### config.mk
export PLATFORM = sky130hd
export DESIGN_NAME = gaussian_line_blur_rgba
export DESIGN_NICKNAME = d
export VERILOG_FILES = /design/src/design/glb_pkg.sv /design/src/design/glb_divider.sv /design/src/design/glb_lane.sv /design/src/design/gaussian_line_blur_rgba.sv
export SDC_FILE = /design/constraint.sdc
export NUM_CORES = 2
export LEC_CHECK = 0
export ABC_AREA = 1
export BUFFER_PORTS_ARGS = -buffer_cell sky130_fd_sc_hd__buf_2
export CAP_MARGIN = 20
export CELL_PAD_IN_SITES_DETAIL_PLACEMENT = 1
export CELL_PAD_IN_SITES_GLOBAL_PLACEMENT = 2
export CORE_MARGIN = 5
export CORE_UTILIZATION = 38
export CTS_CLUSTER_DIAMETER = 150
export CTS_CLUSTER_SIZE = 20
export DETAILED_ROUTE_END_ITERATION = 10
export HOLD_SLACK_MARGIN = 0.02
export PLACE_DENSITY = 0.86
export SYNTH_ARGS = -nofsm -noshare
export SYNTH_HDL_FRONTEND = slang
export SYNTH_HIERARCHICAL = 1
export SYNTH_SLANG_ARGS = --single-unit
export TNS_END_PERCENT = 20
### constraint.sdc
create_clock -name clk -period 10.7 [get_ports clk]
set_input_delay 1.07 -clock clk [delete_from_list [all_inputs] [get_ports clk]]
set_output_delay 1.07 -clock clk [all_outputs]
set_load 0.01 [all_outputs]
### src/design/glb_pkg.sv
// Package for the RGBA line blur: widths, register indexes, shared types
// and the constant-divide helper. No dependencies.
package glb_pkg;

  localparam int MaxRadius = 7;
  localparam int WinSlots  = 2 * MaxRadius + 1;
  localparam int NumLanes  = 4;
  localparam int AccW      = 20;   // 255*255*15 < 2^20
  localparam int TotW      = 12;   // 255 + 2*7*255 < 2^12

  localparam logic [2:0] CfgRadius = 3'd0;

  typedef logic [7:0] chan_t;
  typedef chan_t [NumLanes-1:0] pix_t;          // r,g,b,a
  typedef logic [7:0] taps_t [1:MaxRadius];

  // floor(x/255) for x <= 255*255 via reciprocal and one correction
  function automatic chan_t div255(input logic [15:0] x);
    logic [16:0] q;
    logic [16:0] t;
    begin
      t = {1'b0, x} + 17'd1 + {9'd0, x[15:8]};
      q = t >> 8;
      div255 = q[7:0];
    end
  endfunction

endpackage

### src/design/glb_divider.sv
// Restoring divider, one quotient bit per cycle, for the blur quotients
// and the un-premultiply step. Uses glb_pkg.
module glb_divider (
  input  logic                         clk,
  input  logic                         rst_n,
  input  logic                         start,
  input  logic [glb_pkg::AccW-1:0]     dividend,
  input  logic [glb_pkg::AccW-1:0]     divisor,
  output logic                         done,
  output logic [glb_pkg::AccW-1:0]     quotient
);
  localparam int W = glb_pkg::AccW;
  logic [W-1:0] rem_r, rem_nxt, quo_r, quo_nxt, dvs_r;
  logic [4:0]   cnt_r, cnt_nxt;
  logic         busy_r, busy_nxt;
  logic [W:0]   trial;

  always_comb begin
    rem_nxt  = rem_r;
    quo_nxt  = quo_r;
    cnt_nxt  = cnt_r;
    busy_nxt = busy_r;
    trial    = {rem_r, quo_r[W-1]} - {1'b0, dvs_r};
    if (busy_r) begin
      if (!trial[W]) begin
        rem_nxt = trial[W-1:0];
        quo_nxt = {quo_r[W-2:0], 1'b1};
      end else begin
        rem_nxt = {rem_r[W-2:0], quo_r[W-1]};
        quo_nxt = {quo_r[W-2:0], 1'b0};
      end
      cnt_nxt = cnt_r - 5'd1;
      if (cnt_r == 5'd1) busy_nxt = 1'b0;
    end
  end

  always_ff @(posedge clk) begin
    if (!rst_n) begin
      busy_r <= 1'b0;
      cnt_r  <= '0;
    end else if (start) begin
      busy_r <= 1'b1;
      cnt_r  <= 5'(W);
    end else begin
      busy_r <= busy_nxt;
      cnt_r  <= cnt_nxt;
    end
    if (start) begin
      rem_r <= '0;
      quo_r <= dividend;
      dvs_r <= divisor;
    end else begin
      rem_r <= rem_nxt;
      quo_r <= quo_nxt;
    end
  end

  assign done     = busy_r && (cnt_r == 5'd1);
  assign quotient = quo_nxt;
endmodule

### src/design/glb_lane.sv
// One channel lane: accumulates the weighted window one tap per cycle and
// divides by the kernel total. Uses glb_pkg and glb_divider.
module glb_lane (
  input  logic                       clk,
  input  logic                       rst_n,
  input  logic                       clr,
  input  logic                       acc_en,
  input  logic [7:0]                 weight,
  input  logic [8:0]                 pair_sum,
  input  logic                       div_start,
  input  logic [glb_pkg::AccW-1:0]   total,
  output logic                       div_done,
  output glb_pkg::chan_t             result
);
  logic [glb_pkg::AccW-1:0] acc_r, acc_nxt, quo;
  logic [16:0]              prod_r;
  logic                     prod_v_r;

  always_comb begin
    acc_nxt = acc_r;
    if (prod_v_r) acc_nxt = acc_r + glb_pkg::AccW'(prod_r);
  end

  always_ff @(posedge clk) begin
    if (!rst_n) begin
      prod_v_r <= 1'b0;
    end else begin
      prod_v_r <= acc_en;
    end
    prod_r <= 17'(weight * pair_sum);
    if (clr) acc_r <= '0;
    else     acc_r <= acc_nxt;
  end

  // the last product is still on its way into the accumulator at start
  glb_divider u_div (
    .clk(clk), .rst_n(rst_n), .start(div_start), .dividend(acc_nxt),
    .divisor(total), .done(div_done), .quotient(quo)
  );

  assign result = quo[7:0];
endmodule

### src/design/gaussian_line_blur_rgba.sv
// Top level of the RGBA line blur: window store, sequencer, four lanes
// and the un-premultiply merge stage. Uses glb_pkg, glb_lane, glb_divider.
//
// Each accepted pixel is premultiplied and shifted into a 15-pixel window.
// A result is accumulated one tap per cycle in each of the four channel
// lanes, then divided by the kernel total in the bit-serial lane dividers.
// When the blurred alpha is 0 or 255 the un-premultiply stage passes the
// result straight on; otherwise the three colour channels are divided in
// turn in the shared un-premultiply divider. The result is then loaded
// into the output register, waiting while that register is not yet free.
// A line end produces up to radius further results before the next pixel
// is taken. The output register lets the next pixel be taken while a
// finished result waits.
module gaussian_line_blur_rgba (
  input  logic       clk,
  input  logic       rst_n,
  input  logic       in_valid,
  output logic       in_ready,
  input  logic [7:0] in_red,
  input  logic [7:0] in_green,
  input  logic [7:0] in_blue,
  input  logic [7:0] in_alpha,
  input  logic       in_line_end,
  output logic       out_valid,
  input  logic       out_ready,
  output logic [7:0] out_red,
  output logic [7:0] out_green,
  output logic [7:0] out_blue,
  output logic [7:0] out_alpha,
  output logic       out_line_end,
  input  logic       cfg_we,
  input  logic [2:0] cfg_index,
  input  logic [7:0] cfg_data
);
  localparam int W  = glb_pkg::AccW;
  localparam int NS = glb_pkg::WinSlots;
  localparam int NL = glb_pkg::NumLanes;

  localparam logic [2:0] S_IDLE  = 3'd0;
  localparam logic [2:0] S_ACC   = 3'd1;
  localparam logic [2:0] S_DIV   = 3'd2;
  localparam logic [2:0] S_UNPM  = 3'd3;
  localparam logic [2:0] S_OUT   = 3'd4;
  localparam logic [2:0] S_FLUSH = 3'd5;

  logic [2:0]      radius_r;
  glb_pkg::taps_t  taps_r;
  glb_pkg::pix_t   win_r [NS];
  logic [3:0]      seen_r;
  logic [2:0]      state_r;
  logic [3:0]      tap_r;        // distance being accumulated
  logic [2:0]      flush_r;      // flush shifts still to do
  logic            lend_r;       // current pixel ends the line
  logic            last_r;       // this result ends the line
  logic [glb_pkg::TotW-1:0] kern_total;
  glb_pkg::pix_t   res_r;
  logic [1:0]      uch_r;        // channel being un-premultiplied
  logic            udiv_busy_r;

  // -- configuration
  always_ff @(posedge clk) begin
    if (!rst_n) begin
      radius_r <= 3'd3;
      taps_r[1] <= 8'd137;
      taps_r[2] <= 8'd21;
      for (int i = 3; i <= glb_pkg::MaxRadius; i++) taps_r[i] <= 8'd0;
    end else if (cfg_we) begin
      if (cfg_index == glb_pkg::CfgRadius) radius_r <= cfg_data[2:0];
      else taps_r[cfg_index] <= cfg_data;
    end
  end

  // -- premultiply
  glb_pkg::pix_t in_pm;
  always_comb begin
    in_pm[0] = glb_pkg::div255(16'(in_red   * in_alpha));
    in_pm[1] = glb_pkg::div255(16'(in_green * in_alpha));
    in_pm[2] = glb_pkg::div255(16'(in_blue  * in_alpha));
    in_pm[3] = in_alpha;
  end

  logic in_fire, out_fire;
  assign in_ready = (state_r == S_IDLE);
  assign in_fire  = in_valid && in_ready;
  assign out_fire = out_valid && out_ready;

  // -- lane feed: pair of window pixels at distance tap_r
  logic [3:0] lo_idx, hi_idx;
  logic [7:0] weight;
  logic       acc_en, lane_clr, div_start;
  logic [NL-1:0] lane_done;
  glb_pkg::pix_t lane_res;
  logic [8:0] pair [NL];

  always_comb begin
    lo_idx = 4'({1'b0, radius_r} - tap_r);
    hi_idx = 4'({1'b0, radius_r} + tap_r);
    weight = (tap_r == 4'd0) ? 8'd255 : taps_r[tap_r[2:0]];
    for (int c = 0; c < NL; c++) begin
      if (tap_r == 4'd0) pair[c] = {1'b0, win_r[lo_idx][c]};
      else pair[c] = {1'b0, win_r[lo_idx][c]} + {1'b0, win_r[hi_idx][c]};
    end
  end

  assign acc_en = (state_r == S_ACC) && (tap_r <= {1'b0, radius_r});

  for (genvar c = 0; c < NL; c++) begin : g_lane
    glb_lane u_lane (
      .clk(clk), .rst_n(rst_n), .clr(lane_clr), .acc_en(acc_en),
      .weight(weight), .pair_sum(pair[c]), .div_start(div_start),
      .total(W'(kern_total)), .div_done(lane_done[c]), .result(lane_res[c])
    );
  end

  // -- shared un-premultiply divider
  logic        udiv_start, udiv_done;
  logic [W-1:0] udiv_q;
  logic [7:0]  ucol;
  assign ucol = res_r[uch_r];
  glb_divider u_udiv (
    .clk(clk), .rst_n(rst_n), .start(udiv_start),
    .dividend(W'(ucol * 9'd255)), .divisor(W'(res_r[3])),
    .done(udiv_done), .quotient(udiv_q)
  );

  // -- sequencer
  logic [3:0] seen_inc;
  assign seen_inc = (seen_r == 4'd15) ? seen_r : seen_r + 4'd1;

  always_comb begin
    lane_clr   = 1'b0;
    div_start  = 1'b0;
    udiv_start = 1'b0;
    if (state_r == S_ACC && tap_r == {1'b0, radius_r} + 4'd1) div_start = 1'b1;
    if (state_r == S_UNPM && !udiv_busy_r && res_r[3] != 8'd0 && res_r[3] != 8'd255)
      udiv_start = 1'b1;
    if (state_r == S_IDLE || state_r == S_FLUSH) lane_clr = 1'b1;
  end

  logic out_valid_r, out_le_r, out_load;
  glb_pkg::pix_t out_r;

  assign out_load = (state_r == S_OUT) && (!out_valid_r || out_fire);

  always_ff @(posedge clk) begin
    if (!rst_n) begin
      state_r     <= S_IDLE;
      seen_r      <= '0;
      tap_r       <= '0;
      flush_r     <= '0;
      lend_r      <= 1'b0;
      last_r      <= 1'b0;
      uch_r       <= '0;
      udiv_busy_r <= 1'b0;
      out_valid_r <= 1'b0;
      for (int i = 0; i < NS; i++) win_r[i] <= '0;
    end else begin
      if (out_load) out_valid_r <= 1'b1;
      else if (out_fire) out_valid_r <= 1'b0;
      unique case (state_r)
        S_IDLE: begin
          if (in_fire) begin
            if (seen_r == 4'd0) begin
              for (int i = 0; i < NS; i++) win_r[i] <= in_pm;
            end else begin
              for (int i = NS-1; i > 0; i--) win_r[i] <= win_r[i-1];
              win_r[0] <= in_pm;
            end
            seen_r  <= seen_inc;
            lend_r  <= in_line_end;
            flush_r <= radius_r;
            tap_r   <= '0;
            if (seen_inc > {1'b0, radius_r}) begin
              state_r <= S_ACC;
              last_r  <= in_line_end && (radius_r == 3'd0);
            end else if (in_line_end) begin
              state_r <= S_FLUSH;
            end
          end
        end
        S_ACC: begin
          if (tap_r == {1'b0, radius_r} + 4'd1) state_r <= S_DIV;
          else tap_r <= tap_r + 4'd1;
        end
        S_DIV: begin
          if (lane_done[0]) begin
            res_r   <= lane_res;
            uch_r   <= '0;
            state_r <= S_UNPM;
          end
        end
        S_UNPM: begin
          if (res_r[3] == 8'd0 || res_r[3] == 8'd255) begin
            state_r <= S_OUT;
          end else if (!udiv_busy_r) begin
            udiv_busy_r <= 1'b1;
          end else if (udiv_done) begin
            udiv_busy_r <= 1'b0;
            res_r[uch_r] <= (udiv_q > W'(255)) ? 8'd255 : udiv_q[7:0];
            if (uch_r == 2'd2) state_r <= S_OUT;
            else uch_r <= uch_r + 2'd1;
          end
        end
        S_OUT: begin
          // hold until the output register is free
          if (out_load) begin
            out_r       <= res_r;
            out_le_r    <= last_r;
            if (lend_r && flush_r != 3'd0) state_r <= S_FLUSH;
            else begin
              state_r <= S_IDLE;
              if (lend_r) seen_r <= '0;
            end
          end
        end
        S_FLUSH: begin
          if (flush_r == 3'd0) begin
            state_r <= S_IDLE;
            seen_r  <= '0;
          end else begin
            for (int i = NS-1; i > 0; i--) win_r[i] <= win_r[i-1];
            flush_r <= flush_r - 3'd1;
            tap_r   <= '0;
            // centre lands on a line pixel once seen-1+step reaches radius
            if (5'(seen_r) + 5'(radius_r - flush_r) >= 5'(radius_r)) begin
              state_r <= S_ACC;
              last_r  <= (flush_r == 3'd1);
            end
          end
        end
        default: state_r <= S_IDLE;
      endcase
    end
  end

  // kernel total follows the registers
  always_comb begin
    kern_total = glb_pkg::TotW'(255);
    for (int d = 1; d <= glb_pkg::MaxRadius; d++)
      if (d <= int'(radius_r)) kern_total = kern_total + {taps_r[d], 1'b0};
  end

  assign out_valid    = out_valid_r;
  assign out_red      = out_r[0];
  assign out_green    = out_r[1];
  assign out_blue     = out_r[2];
  assign out_alpha    = out_r[3];
  assign out_line_end = out_le_r;
endmodule
# Yosys cells after proc, flatten, opt, wreduce, memory -nomap -nowiden
# Memories as Yosys holds them, arrays and structs flattened. A register that Yosys moved wholly into a read port is not among the register bits.
# Index checks and enable logic that the tools add are counted.
dict set report word_totals {
  regBits 487
  ram_bits 536
  in_bits 49
  out_inout_bits 35
  word_cells 442
  n_memories 2
}
dict set report classes {
  add_sub_neg 40
  n_mul 8
  order_cmp 13
  eq_ne 36
  muxes 186
  bitwise_logic 46
  n_reduce_logical 51
}
# memory depth width read_ports rd_ports_with_merged_regs write_ports line
set memory_table {}
lappend memory_table {win_r 15 32 16 0 15 gaussian_line_blur_rgba.sv:48} ;# glb_pkg::pix_t win_r [NS];
lappend memory_table {taps_r 7 8 8 1 7 gaussian_line_blur_rgba.sv:47} ;# glb_pkg::taps_t taps_r;
# cell n
set ops {}
lappend ops {{$mux 32} 48}
lappend ops {{$mux 20} 18}
lappend ops {{$sub 21x12->21} 4}
lappend ops {{$add 20x17->20} 4}
lappend ops {{$add 12x9->12} 6}
lappend ops {{$mux 12} 6}
lappend ops {{$mul 8x9->17} 4}
lappend ops {{$pmux 32 s2} 1}
lappend ops {{$mux 3} 18}
lappend ops {{$mux 1} 51}
lappend ops {{$mux 5} 10}
lappend ops {{$add 16x1->16 const B} 3}
lappend ops {{$add 16x8->16} 3}
lappend ops {{$mul 8x8->16} 3}
lappend ops {{$or 1x1->1} 44}
lappend ops {{$mux 8} 5}
lappend ops {{$add 8x8->9} 4}
lappend ops {{$mux 4} 9}
lappend ops {{$mux 9} 4}
lappend ops {{$bwmux 32} 1}
lappend ops {{$eq 5x1->1 const B} 5}
lappend ops {{$sub 5x1->5 const B} 5}
lappend ops {{$pmux 4 s3} 2}
lappend ops {{$sub 21x8->21} 1}
lappend ops {{other kinds (58)} 121}

# Longest topological paths before layout
# An unclocked memory read counts as a cell.
dict set report logic_depth {
  ltp_word 15
  mapped_depth 49
  ltp_nobuf 47
}

# Cells and area by module
# Netlist, hierarchy kept.
# module n_inst cells_each area_per_inst_um2 seq_area_each_um2
set by_module_without_submodules {}
lappend by_module_without_submodules {gaussian_line_blur_rgba 1 6412 49279.8 18808.0}
lappend by_module_without_submodules {glb_divider 5 624 4115.2 1521.5}
lappend by_module_without_submodules {{glb_lane at g_lane[0].u_lane ...} 3 720 4837.1 760.7}
lappend by_module_without_submodules {{glb_lane at g_lane[3].u_lane} 1 729 4887.2 760.7}

# Worst setup path before layout
# OpenSTA, ideal clock, no wires.
dict set report synth_path {
  path_type {register to register}
  startpoint {reg radius_r[0]}
  endpoint {reg g_lane[3].u_lane.prod_r[14]}
  arrival_time_ns 7.385
  required_time_ns 10.581
  setup_slack_ns 3.196
  stages_incl_launch_ff 45
  path_buffers 4
  period_less_slack_ns 7.504
  path_cell_list {dfxtp_1 > inv_1 > ha_1 > inv_1 > fa_1 > clkbuf_1 > inv_2 > clkbuf_1 > clkbuf_1 > a21oi_1 > o31ai_1 > ha_1 > nand2_1 > nor2_1 > a211oi_1 > nor2_1 > or2_2 > a21oi_1 > [9 not listed] > inv_1 > fa_1 > fa_1 > fa_1 > inv_1 > fa_1 > inv_1 > ha_1 > nand2_1 > nand2_1 > inv_1 > nor2_1 > nor2_1 > nand3_1 > nand2_1 > inv_1 > o21ai_0 > nand2_1}
}
# element line
set synth_lines {}
lappend synth_lines {{start, declared} gaussian_line_blur_rgba.sv:46} ;# logic [2:0] radius_r;
lappend synth_lines {{start signal, assigned} gaussian_line_blur_rgba.sv:68} ;# if (cfg_index == glb_pkg::CfgRadius) radius_r <= cfg_data[2:0];
lappend synth_lines {{end signal, assigned} glb_lane.sv:30} ;# prod_r <= 17'(weight * pair_sum);
lappend synth_lines {{end, declared} glb_lane.sv:16} ;# logic [16:0] prod_r;

==> flow_metrics.py <==
metrics = {
    "synth": {
        "synth_area_per_cell_um2": 7.19,
        "synthCells": 12400,
        "yosysWarnings": 6,
        "synth_area_um2": 89200,
    },
    "worst_setup_path": {
        "cpPeakStageDelay_ns": 1.13,
        "cp_max_fo": 73,
        "worstPathArrival_ns": 10.13,
        "startpoint_type": "register",
        "crit_buf_inv": 7,
        "crit_required_ns": 11.31,
        "cp-end-kind": "register",
        "critPathKind": "register to register",
        "slowest_stage": "fa_4",
        "crit_family": "adder cells",
    },
    "floorplanning": {
        "die_y_um": 495,
        "die_area_um2": 245000,
        "coreArea_um2": 235000,
        "die-width_um": 495,
        "boundaryPins": 84,
        "num_rows": 178,
        "start_util": 0.381,
    },
    "grt": {
        "track_usage": 0.226,
        "grt_pass1_vias": 83500,
        "antenna_found_initial": 13,
        "grt_pass1_wl_mm": 451,
        "grt_max_degree": 193,
        "overflow": 0,
    },
    "clock_network": {
        "cts.clk_slew.worst_paths_ns": 0.10,
        "cts_buffers": 67,
        "cts_setup_buffers": 0,
        "cts.sinks": 1117,
        "cts_tree": "yes",
        "cts_max_level": 3,
        "clockRootBuffer": "clkbuf_16",
        "cts_resized": 0,
        "cts_hold_buf": 0,
        "clockBufferDepth": 3,
        "worstSkewPairLatency_ns": 0.75,
    },
    "sta": {
        "setup_tns_ns": 0,
        "report.final.setup_viol": 0,
        "fin_crit_sh": 0.889,
        "clock.fmax_ghz": 0.105,
        "worst_pin_slew_ns": 1.16,
        "slew_headroom": 0.219,
        "fin_skew_ns": 0.0486,
        "rsz0062_at_grt": "no",
        "drv_slew": 0,
        "finalHoldViolCount": 0,
        "final.min_clock_period_ns": 9.52,
    },
    "detailed_routing": {
        "drt-initial-drc-count": 4912,
        "vias_per_cell": 5.16,
        "wl_per_cell_um": 18.2,
        "drc_errors": 0,
        "num_vias": 79400,
        "postRouteWirelength_mm": 281,
        "antenna_left": 0,
        "first_pass_iters": 6,
    },
    "finish": {
        "drive_gt1_frac": 0.0499,
        "syn2layout_area_growth_pct": 6.07,
        "final.fill_count": 29500,
        "fin_util": 0.404,
        "fin_nets": 13200,
    },
    "placed_design": {
        "place.gp.congestion": 0.867,
        "io_buffers": 83,
        "dpl.hpwl_mm": 206,
    },
    "run_status": {
        "status": "complete, no violations",
    },
    "worst_hold_path": {
        "hp-class": "register to register",
    },
    "flow_run": {
        "max_cap_violations": 0,
    },
}
worst paths after layout:
kind | from | end | slack (ns) | cells past startpoint
setup / recovery | radius_r[1]$_SDFFE_PN1P_ | g_lane[3].u_lane/prod_r[14]$_DFF_P_ | 1.18 | 34
hold / removal | res_r[23]$_DFFE_PP_ | out_blue[7]$_DFFE_PP_ | 0.46 | 0
setup reg to reg | radius_r[1]$_SDFFE_PN1P_ | g_lane[3].u_lane/prod_r[14]$_DFF_P_ | 1.18 | 34
hold reg to reg | res_r[23]$_DFFE_PP_ | out_blue[7]$_DFFE_PP_ | 0.46 | 0
state kept, by name, summed over array words and instances (netlist names), 32 cells and up, named ones only:
signal                     count
g_lane.u_lane/u_div/quo_r     80
taps_r                        64
g_lane.u_lane/u_div/rem_r     80
g_lane.u_lane/acc_r           80
g_lane.u_lane/u_div/dvs_r     80
win_r                        480
g_lane.u_lane/prod_r          68
res_r                         32
cell usage in the layout (no fill, tap or decap), types with 91 or more instances in the layout:
cell and instances:
ha_1 604, fa_1 327, inv_1 1957, nand3_1 494, o21ai_0 745, edfxtp_1 709
nor2_1 614, nand2_1 4188, xnor2_1 91, xor2_1 110, buf_4 96, dfxtp_1 406
a21oi_1 802
worst register-to-register path: cells and delay by family (launching register included):
family / cells / cell delay [ns]
XOR/XNOR: 1 / 0.09
flip-flops: 1 / 0.77
AND/OR/NAND/NOR: 10 / 1.16
buffers and inverters: 7 / 1.26
adder cells (fa/ha/maj): 7 / 3.79
AO/OA/AOI/OAI: 9 / 2.31
per-stage QoR:
stage / cell area [µm²] / setup slack [ns] / hold WS (ns) / cells
3_3_place_gp: 92600 / 1.39 / 0.430 / 15300
5_1_grt: 94700 / 0.503 / 0.483 / 15400
6_report: 94700 / 1.18 / 0.462 / 15400
3_5_place_dp: 92600 / 1.17 / 0.444 / 15300
4_1_cts: 94600 / 1.13 / 0.468 / 15400
2_1_floorplan: 89500 / 3.20 / 0.408 / 12500
routing by layer:
metal,track usage,routed length (µm)
met5,0,50
met4,0.0519,6490
met1,0.293,127000
met2,0.405,138000
met3,0.0230,10400
cell type report:
class | count | area, µm² | share of cell area
Antenna cell | 5 | 12.5 | 0.000132
Clock buffer | 101 | 1900 | 0.0201
Clock inverter | 8 | 100 | 0.00106
Inverter | 2005 | 7540 | 0.0797
Multi-Input combinational cell | 8837 | 50500 | 0.533
Sequential cell | 1117 | 29500 | 0.311
Tap cell | 3150 | 3940 | 0.0416
Timing Repair Buffer | 186 | 1240 | 0.0131
Power is left out: the tool's default activity adds up to more than one toggle a clock period on the data nets, which glitch-free logic cannot reach.
